===== src/tecs_pkg.sv =====
// Package for the tablet event calibrate/scale block: widths, event codes,
// register indexes, state enums and the structs passed between modules.
// No dependencies.
`default_nettype none

package tecs_pkg;

  // Stored coordinate width (legal range 8..32).
  localparam int unsigned CoordWidth  = 32;
  localparam int unsigned ValueWidth  = 32;
  localparam int unsigned TypeWidth   = 16;
  localparam int unsigned CodeWidth   = 16;
  localparam int unsigned SizeWidth   = 16;
  localparam int unsigned BtnWidth    = 3;
  localparam int unsigned CfgIdxWidth = 8;
  localparam int unsigned RangeWidth  = CoordWidth + 1;
  localparam int unsigned ProdWidth   = CoordWidth + SizeWidth;
  localparam int unsigned DivCntWidth = $clog2(SizeWidth);

  typedef logic signed [CoordWidth-1:0] coord_t;
  typedef logic signed [RangeWidth-1:0] span_t;
  typedef logic [SizeWidth-1:0]         size_t;
  typedef logic [BtnWidth-1:0]          btn_t;

  // Event types and codes (evdev numbering)
  localparam logic [TypeWidth-1:0] EvtSyn     = TypeWidth'(0);
  localparam logic [TypeWidth-1:0] EvtKey     = TypeWidth'(1);
  localparam logic [TypeWidth-1:0] EvtAbs     = TypeWidth'(3);
  localparam logic [CodeWidth-1:0] AxisX      = CodeWidth'(0);
  localparam logic [CodeWidth-1:0] AxisY      = CodeWidth'(1);
  localparam logic [CodeWidth-1:0] KeyLeft    = CodeWidth'(16'h110);
  localparam logic [CodeWidth-1:0] KeyRight   = CodeWidth'(16'h111);
  localparam logic [CodeWidth-1:0] KeyMiddle  = CodeWidth'(16'h112);
  localparam logic [CodeWidth-1:0] SyncReport = CodeWidth'(0);

  localparam btn_t BtnLeft   = BtnWidth'(1);
  localparam btn_t BtnRight  = BtnWidth'(2);
  localparam btn_t BtnMiddle = BtnWidth'(4);

  localparam logic ReqEvent = 1'b0;
  localparam logic ReqRead  = 1'b1;

  localparam logic [CfgIdxWidth-1:0] CfgScreenWidth  = CfgIdxWidth'(0);
  localparam logic [CfgIdxWidth-1:0] CfgScreenHeight = CfgIdxWidth'(1);

  localparam size_t ResetScreenWidth  = SizeWidth'(1024);
  localparam size_t ResetScreenHeight = SizeWidth'(768);

  typedef enum logic [2:0] {
    SeqIdle,
    SeqXStart,
    SeqXWait,
    SeqYStart,
    SeqYWait,
    SeqPush
  } seq_state_e;

  typedef enum logic [2:0] {
    ScIdle,
    ScRange,
    ScOffset,
    ScMul,
    ScDiv,
    ScDone
  } scale_state_e;

  typedef struct packed {
    coord_t cur_x;
    coord_t cur_y;
    coord_t min_x;
    coord_t max_x;
    coord_t min_y;
    coord_t max_y;
    btn_t   pressed;
    logic   pending;
  } trk_state_t;

  typedef struct packed {
    coord_t pos;
    coord_t lo;
    coord_t hi;
    size_t  size;
  } scale_req_t;

  typedef struct packed {
    logic                         frame_ready;
    logic signed [ValueWidth-1:0] raw_x;
    logic signed [ValueWidth-1:0] raw_y;
    size_t                        scaled_x;
    size_t                        scaled_y;
    btn_t                         button_bits;
  } result_t;

endpackage

`default_nettype wire


===== src/tecs_if.sv =====
// Channel interfaces: event/read request words, result words, config writes.
// Depends on tecs_pkg.
`default_nettype none

interface tecs_evt_if;
  logic                                  valid;
  logic                                  ready;
  logic                                  req_type;
  logic [tecs_pkg::TypeWidth-1:0]        ev_type;
  logic [tecs_pkg::CodeWidth-1:0]        ev_code;
  logic signed [tecs_pkg::ValueWidth-1:0] ev_value;

  modport source (output valid, req_type, ev_type, ev_code, ev_value, input ready);
  modport sink   (input valid, req_type, ev_type, ev_code, ev_value, output ready);
endinterface

interface tecs_res_if;
  logic                                  valid;
  logic                                  ready;
  logic                                  frame_ready;
  logic signed [tecs_pkg::ValueWidth-1:0] raw_x;
  logic signed [tecs_pkg::ValueWidth-1:0] raw_y;
  logic [tecs_pkg::SizeWidth-1:0]        scaled_x;
  logic [tecs_pkg::SizeWidth-1:0]        scaled_y;
  logic [tecs_pkg::BtnWidth-1:0]         button_bits;

  modport source (output valid, frame_ready, raw_x, raw_y, scaled_x, scaled_y, button_bits,
                  input ready);
  modport sink   (input valid, frame_ready, raw_x, raw_y, scaled_x, scaled_y, button_bits,
                  output ready);
endinterface

interface tecs_cfg_if;
  logic                             valid;
  logic                             ready;
  logic [tecs_pkg::CfgIdxWidth-1:0] index;
  logic [tecs_pkg::SizeWidth-1:0]   data;

  modport source (output valid, index, data, input ready);
  modport sink   (input valid, index, data, output ready);
endinterface

`default_nettype wire


===== src/tablet_event_calibrate_scale.sv =====
// Tablet event calibration and scaling, top level.
// Event word: taken at once; the input is ready again the next cycle.
// Read word with a frame pending: busy until pushed; the shared scale unit runs
// X then Y, each pass ending in 16 restoring-divide steps.
// Read word with no frame pending: busy only until pushed. Results wait in an output register.
// Reset (async, active low) clears position, min/max, buttons, flags; sizes go to 1024x768.
`default_nettype none

module tablet_event_calibrate_scale (
  input  logic        clk_i,
  input  logic        rst_ni,
  tecs_evt_if.sink    evt_i,
  tecs_cfg_if.sink    cfg_i,
  tecs_res_if.source  res_o
);

  tecs_pkg::seq_state_e state_q, state_d;

  tecs_pkg::size_t      width_q, height_q;
  tecs_pkg::trk_state_t trk;
  tecs_pkg::result_t    res_q;
  tecs_pkg::result_t    out_q;
  logic                 out_valid_q;

  logic                 evt_fire, ev_fire, rd_fire, consume;
  logic                 scl_start, scl_done, push;
  tecs_pkg::scale_req_t scl_req;
  tecs_pkg::size_t      scl_quot;

  // Config writes land at once; the port never stalls.
  assign cfg_i.ready = 1'b1;

  always_ff @(posedge clk_i or negedge rst_ni) begin
    if (!rst_ni) begin
      width_q  <= tecs_pkg::ResetScreenWidth;
      height_q <= tecs_pkg::ResetScreenHeight;
    end else if (cfg_i.valid) begin
      unique case (cfg_i.index)
        tecs_pkg::CfgScreenWidth:  width_q  <= cfg_i.data;
        tecs_pkg::CfgScreenHeight: height_q <= cfg_i.data;
        default: ;  // drop writes beyond the register list
      endcase
    end
  end

  // Input word handshake: only the idle sequencer takes a word.
  assign evt_i.ready = (state_q == tecs_pkg::SeqIdle);
  assign evt_fire    = evt_i.valid & evt_i.ready;
  assign ev_fire     = evt_fire & (evt_i.req_type == tecs_pkg::ReqEvent);
  assign rd_fire     = evt_fire & (evt_i.req_type == tecs_pkg::ReqRead);
  // A read with a frame pending consumes the flag right away.
  assign consume     = rd_fire & trk.pending;

  tecs_track u_track (
    .clk_i      (clk_i),
    .rst_ni     (rst_ni),
    .ev_fire_i  (ev_fire),
    .ev_type_i  (evt_i.ev_type),
    .ev_code_i  (evt_i.ev_code),
    .ev_value_i (evt_i.ev_value),
    .consume_i  (consume),
    .trk_o      (trk)
  );

  tecs_scale u_scale (
    .clk_i   (clk_i),
    .rst_ni  (rst_ni),
    .start_i (scl_start),
    .req_i   (scl_req),
    .done_o  (scl_done),
    .quot_o  (scl_quot)
  );

  // Sequencer next state.
  always_comb begin
    state_d = state_q;
    unique case (state_q)
      tecs_pkg::SeqIdle: begin
        if (rd_fire) state_d = trk.pending ? tecs_pkg::SeqXStart : tecs_pkg::SeqPush;
      end
      tecs_pkg::SeqXStart: state_d = tecs_pkg::SeqXWait;
      tecs_pkg::SeqXWait:  if (scl_done) state_d = tecs_pkg::SeqYStart;
      tecs_pkg::SeqYStart: state_d = tecs_pkg::SeqYWait;
      tecs_pkg::SeqYWait:  if (scl_done) state_d = tecs_pkg::SeqPush;
      tecs_pkg::SeqPush:   if (!out_valid_q || res_o.ready) state_d = tecs_pkg::SeqIdle;
      default:             state_d = tecs_pkg::SeqIdle;
    endcase
  end

  // Sequencer outputs: kick the scale unit and pick which axis feeds it.
  // Tracker state holds still while busy, since no word is taken.
  always_comb begin
    scl_start = 1'b0;
    push      = 1'b0;
    scl_req   = '{pos: trk.cur_x, lo: trk.min_x, hi: trk.max_x, size: width_q};
    unique case (state_q)
      tecs_pkg::SeqXStart: scl_start = 1'b1;
      tecs_pkg::SeqYStart: begin
        scl_start = 1'b1;
        scl_req   = '{pos: trk.cur_y, lo: trk.min_y, hi: trk.max_y, size: height_q};
      end
      tecs_pkg::SeqPush:   push = !out_valid_q || res_o.ready;
      default: ;
    endcase
  end

  always_ff @(posedge clk_i or negedge rst_ni) begin
    if (!rst_ni) begin
      state_q <= tecs_pkg::SeqIdle;
    end else begin
      state_q <= state_d;
    end
  end

  // Build the result word: raw fields at accept, scaled fields as each pass ends.
  always_ff @(posedge clk_i) begin
    if (rd_fire) begin
      if (trk.pending) begin
        res_q.frame_ready <= 1'b1;
        res_q.raw_x       <= tecs_pkg::ValueWidth'($signed(trk.cur_x));
        res_q.raw_y       <= tecs_pkg::ValueWidth'($signed(trk.cur_y));
        res_q.scaled_x    <= '0;
        res_q.scaled_y    <= '0;
        res_q.button_bits <= trk.pressed;
      end else begin
        res_q <= '0;
      end
    end else if (scl_done && (state_q == tecs_pkg::SeqXWait)) begin
      res_q.scaled_x <= scl_quot;
    end else if (scl_done && (state_q == tecs_pkg::SeqYWait)) begin
      res_q.scaled_y <= scl_quot;
    end
  end

  // Output register: hold the word until the sink takes it.
  always_ff @(posedge clk_i or negedge rst_ni) begin
    if (!rst_ni) begin
      out_valid_q <= 1'b0;
    end else if (push) begin
      out_valid_q <= 1'b1;
    end else if (res_o.ready) begin
      out_valid_q <= 1'b0;
    end
  end

  always_ff @(posedge clk_i) begin
    if (push) out_q <= res_q;
  end

  assign res_o.valid       = out_valid_q;
  assign res_o.frame_ready = out_q.frame_ready;
  assign res_o.raw_x       = out_q.raw_x;
  assign res_o.raw_y       = out_q.raw_y;
  assign res_o.scaled_x    = out_q.scaled_x;
  assign res_o.scaled_y    = out_q.scaled_y;
  assign res_o.button_bits = out_q.button_bits;

endmodule

`default_nettype wire


===== src/tecs_track.sv =====
// Position, min/max calibration, button and frame-pending state.
// Depends on tecs_pkg.
`default_nettype none

module tecs_track (
  input  logic                               clk_i,
  input  logic                               rst_ni,
  input  logic                               ev_fire_i,
  input  logic [tecs_pkg::TypeWidth-1:0]     ev_type_i,
  input  logic [tecs_pkg::CodeWidth-1:0]     ev_code_i,
  input  logic signed [tecs_pkg::ValueWidth-1:0] ev_value_i,
  input  logic                               consume_i,
  output tecs_pkg::trk_state_t               trk_o
);

  tecs_pkg::coord_t cur_x_q, cur_x_d, cur_y_q, cur_y_d;
  tecs_pkg::coord_t min_x_q, min_x_d, max_x_q, max_x_d;
  tecs_pkg::coord_t min_y_q, min_y_d, max_y_q, max_y_d;
  tecs_pkg::btn_t   pressed_q, pressed_d;
  logic             pending_q, pending_d;
  logic             calib_q, calib_d;
  tecs_pkg::coord_t sample;
  logic             key_on;

  // Keep the low coordinate bits and treat them as signed.
  assign sample = tecs_pkg::coord_t'(ev_value_i[tecs_pkg::CoordWidth-1:0]);
  assign key_on = (ev_value_i != '0);

  always_comb begin
    cur_x_d   = cur_x_q;
    cur_y_d   = cur_y_q;
    min_x_d   = min_x_q;
    max_x_d   = max_x_q;
    min_y_d   = min_y_q;
    max_y_d   = max_y_q;
    pressed_d = pressed_q;
    pending_d = pending_q;
    calib_d   = calib_q;
    if (ev_fire_i) begin
      unique case (ev_type_i)
        tecs_pkg::EvtAbs: begin
          if (ev_code_i == tecs_pkg::AxisX) begin
            cur_x_d = sample;
            if (!calib_q) begin
              min_x_d = sample;
              max_x_d = sample;
            end else begin
              if (sample < min_x_q) min_x_d = sample;
              if (sample > max_x_q) max_x_d = sample;
            end
          end else if (ev_code_i == tecs_pkg::AxisY) begin
            cur_y_d = sample;
            if (!calib_q) begin
              min_y_d = sample;
              max_y_d = sample;
            end else begin
              if (sample < min_y_q) min_y_d = sample;
              if (sample > max_y_q) max_y_d = sample;
            end
          end
        end
        tecs_pkg::EvtKey: begin
          if (ev_code_i == tecs_pkg::KeyLeft) begin
            pressed_d = key_on ? (pressed_q | tecs_pkg::BtnLeft) : (pressed_q & ~tecs_pkg::BtnLeft);
          end else if (ev_code_i == tecs_pkg::KeyRight) begin
            pressed_d = key_on ? (pressed_q | tecs_pkg::BtnRight) : (pressed_q & ~tecs_pkg::BtnRight);
          end else if (ev_code_i == tecs_pkg::KeyMiddle) begin
            pressed_d = key_on ? (pressed_q | tecs_pkg::BtnMiddle)
                               : (pressed_q & ~tecs_pkg::BtnMiddle);
          end
        end
        tecs_pkg::EvtSyn: begin
          if (ev_code_i == tecs_pkg::SyncReport) begin
            pending_d = 1'b1;
            calib_d   = 1'b1;
          end
        end
        default: ;
      endcase
    end
    if (consume_i) pending_d = 1'b0;
  end

  always_ff @(posedge clk_i or negedge rst_ni) begin
    if (!rst_ni) begin
      cur_x_q   <= '0;
      cur_y_q   <= '0;
      min_x_q   <= '0;
      max_x_q   <= '0;
      min_y_q   <= '0;
      max_y_q   <= '0;
      pressed_q <= '0;
      pending_q <= 1'b0;
      calib_q   <= 1'b0;
    end else begin
      cur_x_q   <= cur_x_d;
      cur_y_q   <= cur_y_d;
      min_x_q   <= min_x_d;
      max_x_q   <= max_x_d;
      min_y_q   <= min_y_d;
      max_y_q   <= max_y_d;
      pressed_q <= pressed_d;
      pending_q <= pending_d;
      calib_q   <= calib_d;
    end
  end

  always_comb begin
    trk_o.cur_x   = cur_x_q;
    trk_o.cur_y   = cur_y_q;
    trk_o.min_x   = min_x_q;
    trk_o.max_x   = max_x_q;
    trk_o.min_y   = min_y_q;
    trk_o.max_y   = max_y_q;
    trk_o.pressed = pressed_q;
    trk_o.pending = pending_q;
  end

endmodule

`default_nettype wire


===== src/tecs_scale.sv =====
// Shared scaling unit: range/offset clamp, one multiply, then a restoring
// divider that retires one quotient bit per cycle. Depends on tecs_pkg.
`default_nettype none

module tecs_scale (
  input  logic                   clk_i,
  input  logic                   rst_ni,
  input  logic                   start_i,
  input  tecs_pkg::scale_req_t   req_i,
  output logic                   done_o,
  output tecs_pkg::size_t        quot_o
);

  localparam int unsigned CW = tecs_pkg::CoordWidth;
  localparam int unsigned SW = tecs_pkg::SizeWidth;
  localparam int unsigned RW = tecs_pkg::RangeWidth;
  localparam int unsigned PW = tecs_pkg::ProdWidth;
  localparam int unsigned NW = tecs_pkg::DivCntWidth;

  tecs_pkg::scale_state_e state_q, state_d;

  tecs_pkg::coord_t pos_q, lo_q, hi_q;
  tecs_pkg::size_t  factor_q;
  logic [CW-1:0]    range_q;
  tecs_pkg::span_t  off_raw_q;
  logic [CW-1:0]    off_q;
  logic [CW-1:0]    rem_q;
  logic [SW-1:0]    shf_q;
  logic [NW-1:0]    cnt_q;

  tecs_pkg::span_t  span_pos, span_lo, span_hi, range_full, off_full;
  logic [CW-1:0]    range_pos, off_clamp;
  logic [PW-1:0]    prod;
  logic [CW:0]      trial, trial_diff;
  logic             trial_ge;

  // Range and offset at 33 bits; a non-positive range becomes one.
  assign span_pos   = tecs_pkg::span_t'(pos_q);
  assign span_lo    = tecs_pkg::span_t'(lo_q);
  assign span_hi    = tecs_pkg::span_t'(hi_q);
  assign range_full = span_hi - span_lo;
  assign off_full   = span_pos - span_lo;
  assign range_pos  = (!range_full[RW-1] && (range_full != '0)) ? range_full[CW-1:0]
                                                                   : CW'(1);

  // Clamp the offset into 0..range.
  assign off_clamp = off_raw_q[RW-1] ? '0 :
                     ((off_raw_q[CW-1:0] > range_q) ? range_q : off_raw_q[CW-1:0]);

  assign prod = PW'(off_q) * PW'(factor_q);

  // One restoring step: bring in the next dividend bit, subtract if it fits.
  assign trial      = {rem_q, shf_q[SW-1]};
  assign trial_ge   = (trial >= {1'b0, range_q});
  assign trial_diff = trial - {1'b0, range_q};

  always_comb begin
    state_d = state_q;
    unique case (state_q)
      tecs_pkg::ScIdle:   if (start_i) state_d = tecs_pkg::ScRange;
      tecs_pkg::ScRange:  state_d = tecs_pkg::ScOffset;
      tecs_pkg::ScOffset: state_d = tecs_pkg::ScMul;
      tecs_pkg::ScMul:    state_d = tecs_pkg::ScDiv;
      tecs_pkg::ScDiv:    if (cnt_q == NW'(SW - 1)) state_d = tecs_pkg::ScDone;
      tecs_pkg::ScDone:   state_d = tecs_pkg::ScIdle;
      default:            state_d = tecs_pkg::ScIdle;
    endcase
  end

  always_comb begin
    done_o = (state_q == tecs_pkg::ScDone);
    quot_o = shf_q;
  end

  always_ff @(posedge clk_i or negedge rst_ni) begin
    if (!rst_ni) begin
      state_q <= tecs_pkg::ScIdle;
      cnt_q   <= '0;
    end else begin
      state_q <= state_d;
      if (state_q == tecs_pkg::ScDiv) begin
        cnt_q <= cnt_q + NW'(1);
      end else begin
        cnt_q <= '0;
      end
    end
  end

  always_ff @(posedge clk_i) begin
    unique case (state_q)
      tecs_pkg::ScIdle: begin
        if (start_i) begin
          pos_q    <= req_i.pos;
          lo_q     <= req_i.lo;
          hi_q     <= req_i.hi;
          factor_q <= (req_i.size == '0) ? '0 : (req_i.size - SW'(1));
        end
      end
      tecs_pkg::ScRange: begin
        range_q   <= range_pos;
        off_raw_q <= off_full;
      end
      tecs_pkg::ScOffset: begin
        off_q <= off_clamp;
      end
      tecs_pkg::ScMul: begin
        // Quotient fits SW bits since offset <= range, so the upper part
        // already sits below the divisor.
        rem_q <= prod[PW-1:SW];
        shf_q <= prod[SW-1:0];
      end
      tecs_pkg::ScDiv: begin
        rem_q <= trial_ge ? trial_diff[CW-1:0] : trial[CW-1:0];
        shf_q <= {shf_q[SW-2:0], trial_ge};
      end
      tecs_pkg::ScDone: ;
      default: ;
    endcase
  end

endmodule

`default_nettype wire


===== src/flat_wrapper.sv =====
// flat-port wrapper written by rule: the top's interface ports become plain ports
module tablet_event_calibrate_scale_flat 
  (clk_i, rst_ni, evt_i_valid, evt_i_req_type, evt_i_ev_type, evt_i_ev_code, evt_i_ev_value, evt_i_ready, cfg_i_valid, cfg_i_index, cfg_i_data, cfg_i_ready, res_o_valid, res_o_frame_ready, res_o_raw_x, res_o_raw_y, res_o_scaled_x, res_o_scaled_y, res_o_button_bits, res_o_ready);
  tecs_evt_if evt_i_i ();
  tecs_cfg_if cfg_i_i ();
  tecs_res_if res_o_i ();
  input  logic clk_i;
  input  logic rst_ni;
  input wire logic [$bits(evt_i_i.valid)-1:0] evt_i_valid;
  input wire logic [$bits(evt_i_i.req_type)-1:0] evt_i_req_type;
  input wire logic [$bits(evt_i_i.ev_type)-1:0] evt_i_ev_type;
  input wire logic [$bits(evt_i_i.ev_code)-1:0] evt_i_ev_code;
  input wire logic [$bits(evt_i_i.ev_value)-1:0] evt_i_ev_value;
  output wire logic [$bits(evt_i_i.ready)-1:0] evt_i_ready;
  input wire logic [$bits(cfg_i_i.valid)-1:0] cfg_i_valid;
  input wire logic [$bits(cfg_i_i.index)-1:0] cfg_i_index;
  input wire logic [$bits(cfg_i_i.data)-1:0] cfg_i_data;
  output wire logic [$bits(cfg_i_i.ready)-1:0] cfg_i_ready;
  output wire logic [$bits(res_o_i.valid)-1:0] res_o_valid;
  output wire logic [$bits(res_o_i.frame_ready)-1:0] res_o_frame_ready;
  output wire logic [$bits(res_o_i.raw_x)-1:0] res_o_raw_x;
  output wire logic [$bits(res_o_i.raw_y)-1:0] res_o_raw_y;
  output wire logic [$bits(res_o_i.scaled_x)-1:0] res_o_scaled_x;
  output wire logic [$bits(res_o_i.scaled_y)-1:0] res_o_scaled_y;
  output wire logic [$bits(res_o_i.button_bits)-1:0] res_o_button_bits;
  input wire logic [$bits(res_o_i.ready)-1:0] res_o_ready;
  assign evt_i_i.valid = evt_i_valid;
  assign evt_i_i.req_type = evt_i_req_type;
  assign evt_i_i.ev_type = evt_i_ev_type;
  assign evt_i_i.ev_code = evt_i_ev_code;
  assign evt_i_i.ev_value = evt_i_ev_value;
  assign evt_i_ready = evt_i_i.ready;
  assign cfg_i_i.valid = cfg_i_valid;
  assign cfg_i_i.index = cfg_i_index;
  assign cfg_i_i.data = cfg_i_data;
  assign cfg_i_ready = cfg_i_i.ready;
  assign res_o_valid = res_o_i.valid;
  assign res_o_frame_ready = res_o_i.frame_ready;
  assign res_o_raw_x = res_o_i.raw_x;
  assign res_o_raw_y = res_o_i.raw_y;
  assign res_o_scaled_x = res_o_i.scaled_x;
  assign res_o_scaled_y = res_o_i.scaled_y;
  assign res_o_button_bits = res_o_i.button_bits;
  assign res_o_i.ready = res_o_ready;
  tablet_event_calibrate_scale u_core (.clk_i(clk_i), .rst_ni(rst_ni), .evt_i(evt_i_i), .cfg_i(cfg_i_i), .res_o(res_o_i));
endmodule

===== config.mk =====
export PLATFORM = sky130hd
export DESIGN_NAME = tablet_event_calibrate_scale_flat
export DESIGN_NICKNAME = d
export VERILOG_FILES = /design/src/tecs_pkg.sv /design/src/tecs_if.sv /design/src/tablet_event_calibrate_scale.sv /design/src/tecs_track.sv /design/src/tecs_scale.sv /design/src/flat_wrapper.sv
export SDC_FILE = /design/constraint.sdc
export NUM_CORES = 2
export LEC_CHECK = 0
export BUFFER_PORTS_ARGS = -buffer_cell sky130_fd_sc_hd__buf_4
export CORE_MARGIN = 5
export CORE_UTILIZATION = 25
export CTS_CLUSTER_DIAMETER = 120
export CTS_CLUSTER_SIZE = 8
export DETAILED_ROUTE_END_ITERATION = 10
export GPL_TIMING_DRIVEN = 0
export PLACE_DENSITY = 0.4
export SLEW_MARGIN = 20
export SYNTH_ARGS = -nofsm -noshare
export SYNTH_HDL_FRONTEND = slang
export SYNTH_SLANG_ARGS = --single-unit

===== constraint.sdc =====
create_clock -name clk_i -period 12.4 [get_ports clk_i]
set_clock_uncertainty 0.05 [all_clocks]
set_input_delay 0.62 -clock clk_i [delete_from_list [all_inputs] [get_ports clk_i]]
set_output_delay 0.62 -clock clk_i [all_outputs]
set_load 0.01 [all_outputs]

Word level (Yosys, flattened, before mapping)
Index checks and enable logic that the tools add are counted.

Multipliers: 1. Reduce and logical (&&, ||, !) cells: 39. $add $sub $neg: 5. Equal/unequal tests: 29. Multiplexer cells: 42. Bitwise logic cells: 8. Magnitude comparators: 6.

Operators with widths (count): two-way mux 32 bit (11); two-way mux 112 bit (1); two-way mux 100 bit (1); > comparator 32 bit (3); subtractor 32 x 32 -> 33 bit (2); less-than comparator 32 bit (2); case mux 32 bit (2 select lines) (1); == test 16 x 9 -> 1 bit, second input constant (3); zero test 16 bit (3); multiplier 32 x 16 -> 48 bit (1); two-way mux 16 bit (3); greater-or-equal comparator 33 x 32 -> 1 bit (1); two-way mux 3 bit (11); nonzero test 33 bit (1); == test 16 x 1 -> 1 bit, second input constant (2); case mux 16 bit (2 select lines) (1); nonzero test 32 bit (1); subtractor 32 bit (1); AND reduction 4 bit (5); != test 2 x 1 -> 1 bit, second input constant (9); case mux 3 bit (6 select lines) (1); == test 16 x 2 -> 1 bit, second input constant (1); subtractor 16 x 1 -> 16 bit, second input constant (1); case mux 3 bit (5 select lines) (1); other kinds (22) (63).

Output and inout bits: 103. Register bits after elaboration: 697. Input port bits: 94.

Logic depth before layout (Yosys ltp)
Depth after elaboration: 6. Gate-level depth with buffers: 26. Depth with buffers taken out: 25.

By module
From an unflattened synthesis, not the netlist that was laid out.

Cell total of the unflattened synthesis: 5244. Area total of the unflattened synthesis: 54388.4 um^2.

By module, submodules not included: tecs_scale (area each 31896.8 um^2, times used 1, seq. area each 7892.6 um^2, cells each 3335); tecs_track (area each 12969.9 um^2, times used 1, seq. area each 4929.7 um^2, cells each 1390); tablet_event_calibrate_scale (area each 9521.6 um^2, times used 1, seq. area each 6910.4 um^2, cells each 519).

Worst setup path before layout
No wires, ideal clock.

Path type: register to register. Start point: reg u_core.state_q[0]. End point: reg u_core.u_scale.factor_q[0] (enable). Arrival time: 12099 ps. Stages on the path, launching flop included: 4. Buffers on the path: 1. Required time: 11453 ps. Setup slack: -646 ps. Cell sequence: dfrtp_1 > buf_2 > nor2b_4 > nor4b_1.

Word-level cells in the longest chain between the ends: 4. Elaborated cells between the ends (all ways): 5.

RTL lines: start, declared (line tablet_event_calibrate_scale.sv:17) `tecs_pkg::seq_state_e state_q, state_d;`; start signal, assigned (line tablet_event_calibrate_scale.sv:109) `state_q <= tecs_pkg::SeqIdle;`; start signal, assigned (line tablet_event_calibrate_scale.sv:111) `state_q <= state_d;`; == test 3 x 1 -> 1 bit / == test 3 x 2 -> 1 bit (equally long branches) (line tablet_event_calibrate_scale.sv:96) `unique case (state_q)`; OR reduction 2 bit (no source line) *; two-way mux 1 bit * (line tablet_event_calibrate_scale.sv:96); AND reduction 2 bit (no source line) *; end signal, assigned (line tecs_scale.sv:96) `factor_q <= (req_i.size == '0) ? '0 : (req_i.size - SW'(1));`; end, declared (line tecs_scale.sv:23) `tecs_pkg::size_t factor_q;`.

Mark *: on every way between the ends. The rest lies on a longest branch, timed or not. A chain may end at the register's enable or synchronous reset.

Final worst setup path
Start point: reg u_core.u_scale.factor_q[7]. End point: reg u_core.u_scale.rem_q[31] (data pin).

Word-level cells in the longest chain between the ends: 2.

RTL lines: multiplier 32 x 16 -> 48 bit (line tecs_scale.sv:50) `assign prod = PW'(off_q) * PW'(factor_q);`; case mux 32 bit (2 select lines) (line tecs_scale.sv:90) `unique case (state_q)`; end signal, assigned (line tecs_scale.sv:109) `rem_q <= prod[PW-1:SW];`; end signal, assigned (line tecs_scale.sv:113) `rem_q <= trial_ge ? trial_diff[CW-1:0] : trial[CW-1:0];`; end, declared (line tecs_scale.sv:27) `logic [CW-1:0] rem_q;`.

Every way passes these cells.

==> impl_metrics.env <==
export IMPL_outcome="completed"
export IMPL_synth_common_cells="687 x inv_1, 637 x nand2_1, 457 x edfxtp_1"
export IMPL_syn_inst=4935
export IMPL_yosysMostFrequentCell="inv_1"
export IMPL_gp_congestion=0.8342
export IMPL_grt_overflow=0
export IMPL_cts_root_to_sink_buffers=3
export IMPL_synth_area_um2=51930
export IMPL_synth_area_leaders="edfxtp_1 26%, fa_1 16%, dfrtp_1 11%"
export IMPL_fmax_mhz=118.3
export IMPL_synthArstFlopShare_pct=34.43
export IMPL_path_clk_slew_ns=0.06
export IMPL_maxSlewViolCount=0
export IMPL_drt_pass1_iter_count=5
export IMPL_cts_tree="done"
export IMPL_row_count=167
export IMPL_rsz0062_at_grt="no"
export IMPL_ys_seq_area_share_pct=38.00
export IMPL_post_route_min_period_ns=8.456
export IMPL_via_per_inst=4.462
export IMPL_ios=197
export IMPL_crit_start="u_core.u_scale.factor_q[7]"
export IMPL_cp_start_kind="register"
export IMPL_finalHoldViolCount=0
export IMPL_synth_flop_cell="edfxtp_1"
export IMPL_clock_latency_ns=0.71
export IMPL_die_w_um=465.7
export IMPL_maxCapViolCount=0
export IMPL_slowest_delay_ns=0.81
export IMPL_worstMarginPinSlew_ns=1.141
export IMPL_wl_per_cell_um=20.35
export IMPL_path_max_fanout=10
export IMPL_worstSetupPathType="reg2reg"
export IMPL_area_growth_pct=15.82
export IMPL_dpl_hpwl_mm=131.2
export IMPL_max_slew_margin_pct=23.90
export IMPL_synth_top_cell_area_share_pct=26.43
export IMPL_fin_tns_setup_ns=0
export IMPL_vias=35900
export IMPL_layout_drive_gt1_share_pct=9.421
export IMPL_ys_types=90
export IMPL_cts_inserted_buffers=97
export IMPL_grt_pass1_vias=38610
export IMPL_synth_edf_count=457
export IMPL_synth_yosys_warnings=0
export IMPL_coreArea_um2=206900
export IMPL_dp_slack_ns=3.810
export IMPL_syn_nets=5826
export IMPL_setup_violations=0
export IMPL_dieArea_um2=216900
export IMPL_arrival_ns=8.82
export IMPL_hold_start="cfg_i_data[5]"
export IMPL_nets=6150
export IMPL_setup_slack_ns=3.944
export IMPL_dieHeight_um=465.7
export IMPL_final_area_um2=60140
export IMPL_place_area_um2=57260
export IMPL_drc=0
export IMPL_wl_mm=163.7
export IMPL_path_buf_inv=6
export IMPL_drt_iter0_drc=1796
export IMPL_cts_root_buf="clkbuf_16"
export IMPL_min_path_type="in2reg"
export IMPL_final_period_utilization_pct=68.20
export IMPL_crit_required_ns=12.77
export IMPL_path_common_cell="fa_1"
export IMPL_synth_area_leader_cell="edfxtp_1"
export IMPL_htreeDepth=3
export IMPL_initial_core_util_pct=25.10
export IMPL_worst_setup_path_end_kind="register"
export IMPL_avgSynthCellArea_um2=10.52
export IMPL_grt_start_max_net_pins=82
export IMPL_ys_ff_latch=697
export IMPL_worst_path_max_delay_cell="clkbuf_1"
export IMPL_fin_util_pct=29.07
export IMPL_timing_rr_start="u_core.u_scale.factor_q[7]"
export IMPL_antenna_found_initial=7
export IMPL_cts_sinks=697
export IMPL_final_antenna_net_count=0
export IMPL_grt_usage_pct=15.12
export IMPL_grt_first_pass_wirelength_mm=248.8
export IMPL_port_buffers=195
export IMPL_post_cts_resized=0
export IMPL_crit_family="adder cells"
export IMPL_postCtsSetupBuffers=0
flip-flops by register name (all words and copies together), names as in the netlist, 4 cells and up:
signal	flops
u_core.height_q	16
u_core.res_o.raw_x	32
u_core.res_o.raw_y	32
u_core.res_o.scaled_x	16
u_core.res_o.scaled_y	16
u_core.res_q	100
u_core.u_scale.cnt_q	4
u_core.u_scale.factor_q	16
u_core.u_scale.hi_q	32
u_core.u_scale.lo_q	32
u_core.u_scale.off_q	32
u_core.u_scale.off_raw_q	33
u_core.u_scale.pos_q	32
u_core.u_scale.quot_o	16
u_core.u_scale.range_q	32
u_core.u_scale.rem_q	32
u_core.u_track.cur_x_q	32
u_core.u_track.cur_y_q	32
u_core.u_track.max_x_q	32
u_core.u_track.max_y_q	32
u_core.u_track.min_x_q	32
u_core.u_track.min_y_q	32
u_core.width_q	16
cell families after synthesis:
family / Yosys count / share of synthesized area [%]
AOI/OAI and AO/OA: 703 / 8.578
xor gates and xnor gates: 132 / 2.241
adders and majority gates: 797 / 25.29
buffers and inverters: 882 / 6.508
DFF: 697 / 38.00
muxes: 284 / 6.026
other: 1 / 0.007222
and+or+nand+nor: 1439 / 13.35
through the flow:
stage                     instances  hold WS, ns
after global routing           8043      0.07060
after detailed placement       7863       0.3545
final                          8045       0.1160
after floorplan                4935       0.2744
after CTS                      8043      0.03223
after global placement         7834       0.3536
metal layers:
metal	wire length [µm]	vias to the layer above	share of wire [%]	GRT usage, %
met5	12	-	0.0073	0
met1	73540	17990	45	19.74
met4	4850	2	3.0	4.649
met2	80580	552	49	26.31
met3	4743	172	2.9	1.655
li1	-	17180	-	-
final timing paths:
path / end / depth (start not counted) / slack, ns
min reg2reg: u_core.res_o.raw_x[24] / 0 / 0.37
min in group asynchronous: u_core.u_track.cur_y_q[24] / 2 / 0.38
max in group asynchronous: u_core.u_scale.state_q[0] / 4 / 10.71
min: u_core.height_q[5] / 2 / 0.12
max: u_core.u_scale.rem_q[31] / 25 / 3.94
max reg2reg: u_core.u_scale.rem_q[31] / 25 / 3.94
cells in the final DEF (no fill, tap or decap), drive strengths merged, types with 61 or more instances in the layout:
cell / netlist / routed
and2: 304 / 304
a21o: 118 / 118
nand2: 637 / 637
mux2: 226 / 226
a21oi: 195 / 195
dfrtp: 237 / 237
o21ai: 195 / 195
nor2: 188 / 188
buf: 34 / 258
xnor2: 80 / 80
edfxtp: 457 / 457
ha: 376 / 376
inv: 687 / 689
clkbuf: 161 / 333
nand4: 61 / 61
fa: 421 / 421
area by class of cell:
type	instances	area, µm²
fillers	21880	146700
multi-input cells	3356	28860
flip-flops and latches	697	19730
well taps	2704	3383
clock buffers	172	2719
inverters	687	2581
repair buffers	225	1907
plain buffers	195	807.0
clock inverters	7	142.6
diodes	2	5.005
timing repair:
item | in CTS | in global routing
endpoints found under the hold margin | 42 | 0
setup endpoints to repair | 0 | 0
hold buffers | 1 | 0
Power is not shown: default switching activity piles up to over one toggle a cycle in this logic, so the estimate is an artifact.
